[src/iqm_pkg.sv]
package iqm_pkg;

    localparam int SAMPLE_W       = 16;
    localparam int MAG_W          = 16;
    localparam int SUM_W          = 32;
    localparam int RAD_W          = 2 * MAG_W;
    localparam int REM_W          = MAG_W + 3;
    localparam int SCALE_SHIFT    = 10;
    localparam int SAT_SHIFT      = RAD_W - SCALE_SHIFT;
    localparam int BITS_PER_STAGE = 2;
    localparam int ROOT_STAGES    = MAG_W / BITS_PER_STAGE;
    localparam int FRONT_STAGES   = 3;
    localparam int LATENCY        = FRONT_STAGES + ROOT_STAGES;

    localparam logic [MAG_W-1:0] MAG_MAX = {MAG_W{1'b1}};

    // word moving down the root pipeline
    typedef struct packed {
        logic             last;
        logic             sat;
        logic [RAD_W-1:0] rad;
        logic [REM_W-1:0] rem;
        logic [MAG_W-1:0] root;
    } root_word_t;

    // one digit of the restoring square root
    function automatic root_word_t root_step(root_word_t w);
        root_word_t       o;
        logic [REM_W-1:0] shifted;
        logic [REM_W-1:0] trial;
        o       = w;
        shifted = {w.rem[REM_W-3:0], w.rad[RAD_W-1 -: 2]};
        trial   = {1'b0, w.root, 2'b01};
        o.rad   = {w.rad[RAD_W-3:0], 2'b00};
        if (shifted >= trial)
        begin
            o.rem  = shifted - trial;
            o.root = {w.root[MAG_W-2:0], 1'b1};
        end
        else
        begin
            o.rem  = shifted;
            o.root = {w.root[MAG_W-2:0], 1'b0};
        end
        return o;
    endfunction

endpackage

[src/iqm_sumsq.sv]
module iqm_sumsq (
    input  logic                          clk,
    input  logic                          rst_n,
    input  logic                          in_valid,
    input  logic [iqm_pkg::SAMPLE_W-1:0]  in_phase,
    input  logic [iqm_pkg::SAMPLE_W-1:0]  quadrature,
    input  logic                          block_end,
    output logic                          out_valid,
    output iqm_pkg::root_word_t           out_word
);
    import iqm_pkg::*;

    // stage a: absolute values
    logic                valid_a_reg, valid_a_next;
    logic                last_a_reg;
    logic [SAMPLE_W-1:0] iabs_a_reg, iabs_a_next;
    logic [SAMPLE_W-1:0] qabs_a_reg, qabs_a_next;

    // stage b: squares
    logic                valid_b_reg, valid_b_next;
    logic                last_b_reg;
    logic [SUM_W-1:0]    isq_b_reg, isq_b_next;
    logic [SUM_W-1:0]    qsq_b_reg, qsq_b_next;

    // stage c: sum, saturation flag, scaled radicand
    logic                valid_c_reg, valid_c_next;
    root_word_t          word_c_reg, word_c_next;
    logic [SUM_W-1:0]    sum;

    always_comb
    begin
        valid_a_next = in_valid;
        // most negative input maps to 2^15, which still fits unsigned
        iabs_a_next  = in_phase[SAMPLE_W-1] ? (~in_phase + 1'b1) : in_phase;
        qabs_a_next  = quadrature[SAMPLE_W-1] ? (~quadrature + 1'b1) : quadrature;

        valid_b_next = valid_a_reg;
        isq_b_next   = SUM_W'(iabs_a_reg) * SUM_W'(iabs_a_reg);
        qsq_b_next   = SUM_W'(qabs_a_reg) * SUM_W'(qabs_a_reg);

        valid_c_next     = valid_b_reg;
        sum              = isq_b_reg + qsq_b_reg;
        word_c_next.last = last_b_reg;
        word_c_next.sat  = |sum[SUM_W-1:SAT_SHIFT];
        word_c_next.rad  = {sum[SAT_SHIFT-1:0], {SCALE_SHIFT{1'b0}}};
        word_c_next.rem  = '0;
        word_c_next.root = '0;
    end

    always_ff @(posedge clk or negedge rst_n)
    begin
        if (!rst_n)
        begin
            valid_a_reg <= 1'b0;
            valid_b_reg <= 1'b0;
            valid_c_reg <= 1'b0;
        end
        else
        begin
            valid_a_reg <= valid_a_next;
            valid_b_reg <= valid_b_next;
            valid_c_reg <= valid_c_next;
        end
    end

    always_ff @(posedge clk)
    begin
        last_a_reg <= block_end;
        iabs_a_reg <= iabs_a_next;
        qabs_a_reg <= qabs_a_next;
        last_b_reg <= last_a_reg;
        isq_b_reg  <= isq_b_next;
        qsq_b_reg  <= qsq_b_next;
        word_c_reg <= word_c_next;
    end

    assign out_valid = valid_c_reg;
    assign out_word  = word_c_reg;

endmodule

[src/iqm_root_stage.sv]
module iqm_root_stage (
    input  logic                clk,
    input  logic                rst_n,
    input  logic                in_valid,
    input  iqm_pkg::root_word_t in_word,
    output logic                out_valid,
    output iqm_pkg::root_word_t out_word
);
    import iqm_pkg::*;

    logic       valid_reg, valid_next;
    root_word_t word_reg, word_next;

    // BITS_PER_STAGE (two) root digits per stage
    always_comb
    begin
        valid_next = in_valid;
        word_next  = in_word;
        for (int k = 0; k < BITS_PER_STAGE; k++)
        begin
            word_next = root_step(word_next);
        end
    end

    always_ff @(posedge clk or negedge rst_n)
    begin
        if (!rst_n)
        begin
            valid_reg <= 1'b0;
        end
        else
        begin
            valid_reg <= valid_next;
        end
    end

    always_ff @(posedge clk)
    begin
        word_reg <= word_next;
    end

    assign out_valid = valid_reg;
    assign out_word  = word_reg;

endmodule

[src/iq_sample_magnitude_core.sv]
// iq sample magnitude: for each complex sample gives floor(32 * sqrt(I^2 + Q^2)),
// saturated at 65535, with the block_end flag carried alongside. A sample is taken
// on any clock edge with start high; busy is tied low, so a new sample can enter
// every cycle. The result appears on magnitude/block_end_out with done high for
// exactly one cycle, after three front stages (absolute value, squaring, sum
// with saturation check) and eight square-root stages of two root digits each.
// The receiver cannot stall, so every result must be captured in the cycle done
// is high. Results come out in input order.
module iq_sample_magnitude_core (
    input  logic                          clk,
    input  logic                          rst_n,
    input  logic                          start,
    output logic                          busy,
    input  logic [iqm_pkg::SAMPLE_W-1:0]  in_phase,
    input  logic [iqm_pkg::SAMPLE_W-1:0]  quadrature,
    input  logic                          block_end,
    output logic                          done,
    output logic [iqm_pkg::MAG_W-1:0]     magnitude,
    output logic                          block_end_out
);
    import iqm_pkg::*;

    // fully pipelined, never refuses a word
    logic accept;
    assign busy   = 1'b0;
    assign accept = start && !busy;

    // chain of valid bits and words through the root stages
    logic       chain_valid [ROOT_STAGES+1];
    root_word_t chain_word  [ROOT_STAGES+1];

    // front end: |I|, |Q|, squares, sum; radicand is 1024 * sum when not saturated
    iqm_sumsq u_sumsq (
        .clk        (clk),
        .rst_n      (rst_n),
        .in_valid   (accept),
        .in_phase   (in_phase),
        .quadrature (quadrature),
        .block_end  (block_end),
        .out_valid  (chain_valid[0]),
        .out_word   (chain_word[0])
    );

    // restoring square root, one register per stage
    for (genvar s = 0; s < ROOT_STAGES; s++)
    begin : g_root
        iqm_root_stage u_stage (
            .clk       (clk),
            .rst_n     (rst_n),
            .in_valid  (chain_valid[s]),
            .in_word   (chain_word[s]),
            .out_valid (chain_valid[s+1]),
            .out_word  (chain_word[s+1])
        );
    end

    // sum of 2^22 or more means 32 * sqrt exceeds the 16-bit range
    assign done          = chain_valid[ROOT_STAGES];
    assign magnitude     = chain_word[ROOT_STAGES].sat ? MAG_MAX : chain_word[ROOT_STAGES].root;
    assign block_end_out = chain_word[ROOT_STAGES].last;

    // every result traces back to an earlier accepted sample
    a_done_from_accept: assert property (
        @(posedge clk) disable iff (!rst_n)
        done |-> $past(accept, LATENCY)
    ) else $error("result without matching accepted sample");

    // flag travels in lockstep with its sample
    a_last_aligned: assert property (
        @(posedge clk) disable iff (!rst_n)
        done |-> (block_end_out == $past(block_end, LATENCY))
    ) else $error("block_end_out misaligned");

    // final remainder of an exact floor root never exceeds twice the root
    a_root_remainder: assert property (
        @(posedge clk) disable iff (!rst_n)
        (done && !chain_word[ROOT_STAGES].sat) |->
            (chain_word[ROOT_STAGES].rem <= {2'b00, chain_word[ROOT_STAGES].root, 1'b0})
    ) else $error("square root remainder out of range");

    // a zero sample must give zero magnitude
    a_zero_sample: assert property (
        @(posedge clk) disable iff (!rst_n)
        (done && ($past(in_phase, LATENCY) == '0) && ($past(quadrature, LATENCY) == '0))
            |-> (magnitude == '0)
    ) else $error("zero sample gave nonzero magnitude");

endmodule
[config.mk]
export PLATFORM = sky130hd
export DESIGN_NAME = iq_sample_magnitude_core
export DESIGN_NICKNAME = d
export VERILOG_FILES = /design/src/iqm_pkg.sv /design/src/iqm_sumsq.sv /design/src/iqm_root_stage.sv /design/src/iq_sample_magnitude_core.sv
export SDC_FILE = /design/constraint.sdc
export NUM_CORES = 2
export LEC_CHECK = 0
export ABC_CLOCK_PERIOD_IN_PS = 7600
export BUFFER_PORTS_ARGS = -buffer_cell sky130_fd_sc_hd__buf_4
export CAP_MARGIN = 20
export CORE_MARGIN = 2
export CORE_UTILIZATION = 65
export CTS_CLUSTER_DIAMETER = 50
export CTS_CLUSTER_SIZE = 14
export DETAILED_ROUTE_END_ITERATION = 8
export HOLD_SLACK_MARGIN = 0.02
export PLACE_DENSITY = 0.88
export SLEW_MARGIN = 10
export SYNTH_ARGS = -nofsm -noshare
export SYNTH_HDL_FRONTEND = slang
export SYNTH_SLANG_ARGS = --single-unit
[constraint.sdc]
create_clock -name clk -period 7.6 [get_ports clk]
set_clock_uncertainty 0.2 [all_clocks]
set_input_delay 0.76 -clock clk [delete_from_list [all_inputs] [get_ports clk]]
set_output_delay 0.76 -clock clk [all_outputs]
set_load 0.005 [all_outputs]
======== Word level (Yosys, flattened, before mapping) ========
Cells that the tools add are included.
W data, S select, Z words.
word-level totals
  register bits after elaboration ......... 446
  latch bits .............................. 0
  RAM bits ................................ 0
  ROM bits ................................ 0
  input bits .............................. 36
  output and inout port bits .............. 19
  logic and storage cells ................. 118
  memories ................................ 0
operators by class
  add/sub/neg operators ................... 18
  $mul .................................... 2
  divide/modulo/power cells ............... 0
  $lt $le $gt $ge ......................... 16
  equality and inequality tests ........... 0
  shift operators ......................... 0
  multiplexer cells ....................... 19
  bitwise operators ....................... 2
  reduce and logical (&&, ||, !) cells .... 1
operators by type and width
  cell                     count
  $mux W33                 15
  $ge A19 B18 Y1           15
  $sub A17 B17 Y17         14
  $mul A16 B16 Y32         2
  $add A16 B1 Y16 const B  2
  $add A32 B32 Y32         1
  $not A16 Y16             2
  $mux W15                 2
  $mux W16                 1
  $reduce_or A10 Y1        1
  $sub A2 B1 Y3 const B    1
  $ge A2 B1 Y1 const B     1
  $mux W1                  1

======== Depth between registers and ports, before layout ========
  word-level depth ........................ 4
  mapped depth ............................ 26
  depth with buffers taken out ............ 24

======== Cells and area by module ========
From an unflattened synthesis, not the netlist that was laid out.
second synthesis, totals
  cells, all modules ...................... 5424
  area, all modules ....................... 48159.9 µm²
by module, submodules not included
  module                    times used  cells an instance  area each (µm²)
  iqm_root_stage            8           414                3613.5
  iqm_sumsq                 1           2093               19129.6
  iq_sample_magnitude_core  1           19                 122.6

======== Least setup slack after synthesis ========
OpenSTA, ideal clock, no wires.
  path kind ............................... register to register
  start ................................... register u_sumsq.qabs_a_reg[1]
  end ..................................... register u_sumsq.qsq_b_reg[31]
  library setup time ...................... 121 ps
  arrival ................................. 6292 ps
  data required time ...................... 7279 ps
  setup slack ............................. 987 ps
  stages on the path, launching flop included .. 26
  path buffers ............................ 2
  cells stage by stage .................... dfxtp_1 clkbuf_1 clkbuf_1 nand2_1 fa_1 inv_1 ha_1 a21o_1 fa_1 inv_1 fa_1 inv_1 fa_1 inv_1 fa_1 inv_1 ha_1 nand2_1 nor3_1 or4b_2 a41o_1 a221oi_1 a21oi_1 a21oi_1 a31oi_1 xnor2_1
on the way
  word-level cells in the longest chain between the ends .. 1
ends and longest elaborated chain
  element                     line             RTL
  from (decl)                 iqm_sumsq.sv:17  logic [SAMPLE_W-1:0] qabs_a_reg, qabs_a_next;
  from (signal assigned)      iqm_sumsq.sv:70  qabs_a_reg <= qabs_a_next;
  $mul A16 B16 Y32            iqm_sumsq.sv:39  qsq_b_next = SUM_W'(qabs_a_reg) * SUM_W'(qabs_a_reg);
  net u_sumsq.qsq_b_next[31]  iqm_sumsq.sv:23  logic [SUM_W-1:0] qsq_b_reg, qsq_b_next;
  to (signal assigned)        iqm_sumsq.sv:73  qsq_b_reg <= qsq_b_next;
  to (decl)                   iqm_sumsq.sv:23
The timed path passes the listed nets, and every way through them passes these cells.
A chain may end at the register's enable or synchronous reset.

======== Worst setup path in the final report ========
  start ................................... register u_sumsq.qabs_a_reg[10]
  end ..................................... register u_sumsq.qsq_b_reg[31]
The elaborated chain is that of the path after synthesis.

==> impl_results.md <==
- Outcome: finished, final reports clean
- ANT nets after route: 0
- FF-to-FF path depth: 23
- Final worst path period need: 7030 ps
- Worst setup path category: register to register
- Slowest CP cell: or4b_2
- Most common cell in the netlist: inv_1
- Max-slew violation count: 0
- # DRC: 0
- CTS sink cnt: between 300 and 400
- Setup-failing EPs final: 0
- Main area contributors after synthesis: dfxtp_1 22%, fa_1 20%, ha_1 14%
- Clock buffer depth: 3
- # rows: around 80
- Depth of the worst hold-timing path: 1
- Maximum fanout along the worst path: 14
- Layout area overhead: 7.07%
- Starting density of the core: between 60% and 70%
- Main synth FF type: dfxtp_1
- CP peak stage delay: between 600 and 700 ps
- IO Count: 55
- Pin count of the biggest net entering global routing: 21
- Worst-Margin Slew: 1030 ps
- Worst setup SP type: register
- R2R setup slack: between 500 and 600 ps
- Mapped Area: between 30,000 and 40,000 µm²
- CP Data Arrival Time: 7290 ps
- Worst skew pair latency: around 590 ps
- Detailed Place HPWL: 55,400 µm
- Antenna violations before repair: 0
- Fillcell total: 3,622
- CP endpoint kind: register
- CTS-repair resized insts: 0
- Pre-antenna DRT Iters: 5
- Yosys reg bits: between 300 and 400
- Unrepaired setup endpoints after global routing: no
- Via count: approximately 25k
- Vias in the first global route: between 20k and 30k
- GRT Overall Usage: between 20% and 30%
- Clock-pin slew on the worst setup and hold paths: about 70 ps
- Cell taking the most area after synthesis: dfxtp_1
- Chip width: 229 µm
- Via density: 5.69
- GPL Wtd Cong: about 0.93
- CTS buffer count: 39
- Sequential share of the synthesized area: between 20% and 30%
- Gr ovfl total: 0
- Top-area cell type share of the netlist area: between 20% and 30%
- Clock tree from TritonCTS: built
- Synth warn: 0
- Hold Crit Start: block_end
- H-tree Lvls: 2
- Worst reg2reg path endpoint: u_sumsq.qsq_b_reg[31]
- Cell chain of the critical path: and2_1 > fa_1 > inv_1 > fa_1 > inv_1 > fa_1 > inv_1 > fa_1 > inv_1 > fa_1 > inv_1 > fa_1 > inv_1 > ha_1 > nand2_1 > o21ai_0 > or4b_2 > a41o_1 > a221oi_1 > a21oi_1 > a21oi_1 > a31oi_1 > xnor2_1
- Die area: 52,500 µm²
- Final Hold Vio Count: 0
- Core ar.: approximately 50,000 µm²
- R2r startpoint: u_sumsq.qabs_a_reg[10]
- Synthesized instance count: ~3.7k
- Ant diodes: 0
- First-pass GRT wire length: around 120,000 µm
- Top cell types by occurrence after synthesis: 641 x inv_1, 367 x dfxtp_1, 367 x ha_1
- Final worst path period share: between 90% and 100%
- Final nets: about 4.4k
- Max-Cap Viols: 0
- Fraction of layout cells with a size suffix above 1: under 10%
- Setup total negative slack: 0 ps
- Hold Crit Class: input pin to register
- Syn Area/Cell: roughly 9 µm²
- Drt initial violations: around 1.8k
- Slew headroom: 30.4%
- Hold Path End: u_sumsq.last_a_reg
- Library cells used by synthesis: between 90 and 100
- Number of synthesized flops with an enable pin: 0
- Largest register FFs: roughly 250
- DR WL/cell: around 16 µm
- Worst path required time: ~7900 ps
- Clock root cell: clkbuf_16
- IO buf count: 53
- Share of flip-flops with an asynchronous set or reset: under 10%
- Drt total wl: ~70,000 µm
- Die Span Y: ~230 µm
- Max frequency: around 140 MHz
[worst max-delay path, delay by kind of cell, from the launching register on]
family	cells	cell delay (ps)
adder cells (fa/ha/maj)	7	3390
AO/OA/AOI/OAI	6	1300
AND/OR/NAND/NOR	3	1110
flip-flops	1	490
buffers and inverters	6	300
XOR/XNOR	1	140
[placed cells by master, fill, tap and decap left out, types with 7 or more instances in the layout]
cell type / netlist / layout
a31oi_1: 24 / 24
nor3b_1: 9 / 9
o211ai_1: 21 / 21
o21ai_0: 138 / 138
inv_1: 641 / 641
or4_1: 12 / 12
a21oi_1: 165 / 165
or3_1: 23 / 23
buf_4: 1 / 64
a31o_2: 15 / 15
nand2b_1: 23 / 23
o21a_1: 45 / 45
o31ai_1: 19 / 19
dfxtp_1: 367 / 367
and4_1: 7 / 7
fa_1: 330 / 330
a21o_1: 66 / 66
nor4_1: 14 / 14
nor3_1: 70 / 70
a2111oi_0: 8 / 8
or2_2: 34 / 34
dfrtp_1: 11 / 11
nand2_1: 287 / 287
a211o_1: 9 / 9
ha_1: 367 / 367
mux2i_1: 17 / 17
xor2_1: 79 / 79
xnor2_1: 161 / 161
nor2b_1: 36 / 36
nand3_1: 43 / 43
nor2_1: 201 / 201
and3_1: 16 / 16
a211oi_1: 14 / 14
mux2_2: 38 / 38
nand4_1: 20 / 20
and2_1: 112 / 112
clkbuf_16: 0 / 39
o21bai_1: 21 / 21
[stage by stage]
step / instance area, µm² / hold slack [ps] / setup WS [ps] / utilization (%) / instances
detailed placement: 34000 / 112 / 622 / 67.9 / 4311
floorplan: 33000 / 110 / 987 / - / 3651
global placement: 34000 / 110 / 697 / 67.9 / 4311
finish: 35300 / 66.4 / 567 / 70.5 / 4375
CTS: 35300 / 42.2 / 615 / 70.5 / 4375
global route: 35300 / 43.3 / 54.6 / 70.5 / 4375
[repair_timing]
action | in CTS | in global routing
hold endpoints to repair | 11 | 0
buffers inserted | 0 | 0
hold buffers | 1 | 0
[cell type report]
type / instances / area (µm²) / share of cell area [%]
clock inverters: 16 / 260 / 0.737
inverters: 644 / 2430 / 6.88
well taps: 672 / 841 / 2.38
repair buffers: 65 / 490 / 1.39
flip-flops and latches: 378 / 7620 / 21.6
clock buffers: 47 / 1050 / 2.96
multi-input cells: 2553 / 22600 / 64.1
[how the worst max path moves through the flow]
stage                                start                     to  cells after the start  slack, ps
global placement     u_sumsq.iabs_a_reg[4]  u_sumsq.isq_b_reg[31]                     22        700
CTS                 u_sumsq.qabs_a_reg[10]  u_sumsq.qsq_b_reg[31]                     23        610
floorplan            u_sumsq.qabs_a_reg[1]  u_sumsq.qsq_b_reg[31]                     25        990
detailed placement  u_sumsq.qabs_a_reg[10]  u_sumsq.qsq_b_reg[31]                     23        620
global route         u_sumsq.iabs_a_reg[4]  u_sumsq.isq_b_reg[31]                     22         50
finish              u_sumsq.qabs_a_reg[10]  u_sumsq.qsq_b_reg[31]                     23        570
[cells by family (layout without fill, tap and decap cells)]
family	Yosys count	in the layout	share of synthesized area [%]
AO/OA/AOI/OAI	617	617	12.2
XOR/XNOR	241	241	6.42
adder cells (fa/ha/maj)	697	697	34.0
buffers and inverters	720	772	8.31
flip-flops	378	378	23.1
multiplexers	58	58	1.93
other	2	3	0.0228
AND/OR/NAND/NOR	937	937	14.0
[metal layers]
metal | GRT usage (%) | vias up | wire length, µm | part of all wire (%)
met5 | 0 | - | 0 | 0
met4 | 11.5 | 0 | 2550 | 3.6
met3 | 3.21 | 217 | 3330 | 4.7
met2 | 49.5 | 718 | 35800 | 51
met1 | 33.3 | 11962 | 28500 | 41
li1 | - | 12006 | - | -
Power is not shown: default switching activity piles up to over one toggle a cycle in this logic, so the estimate is an artifact.
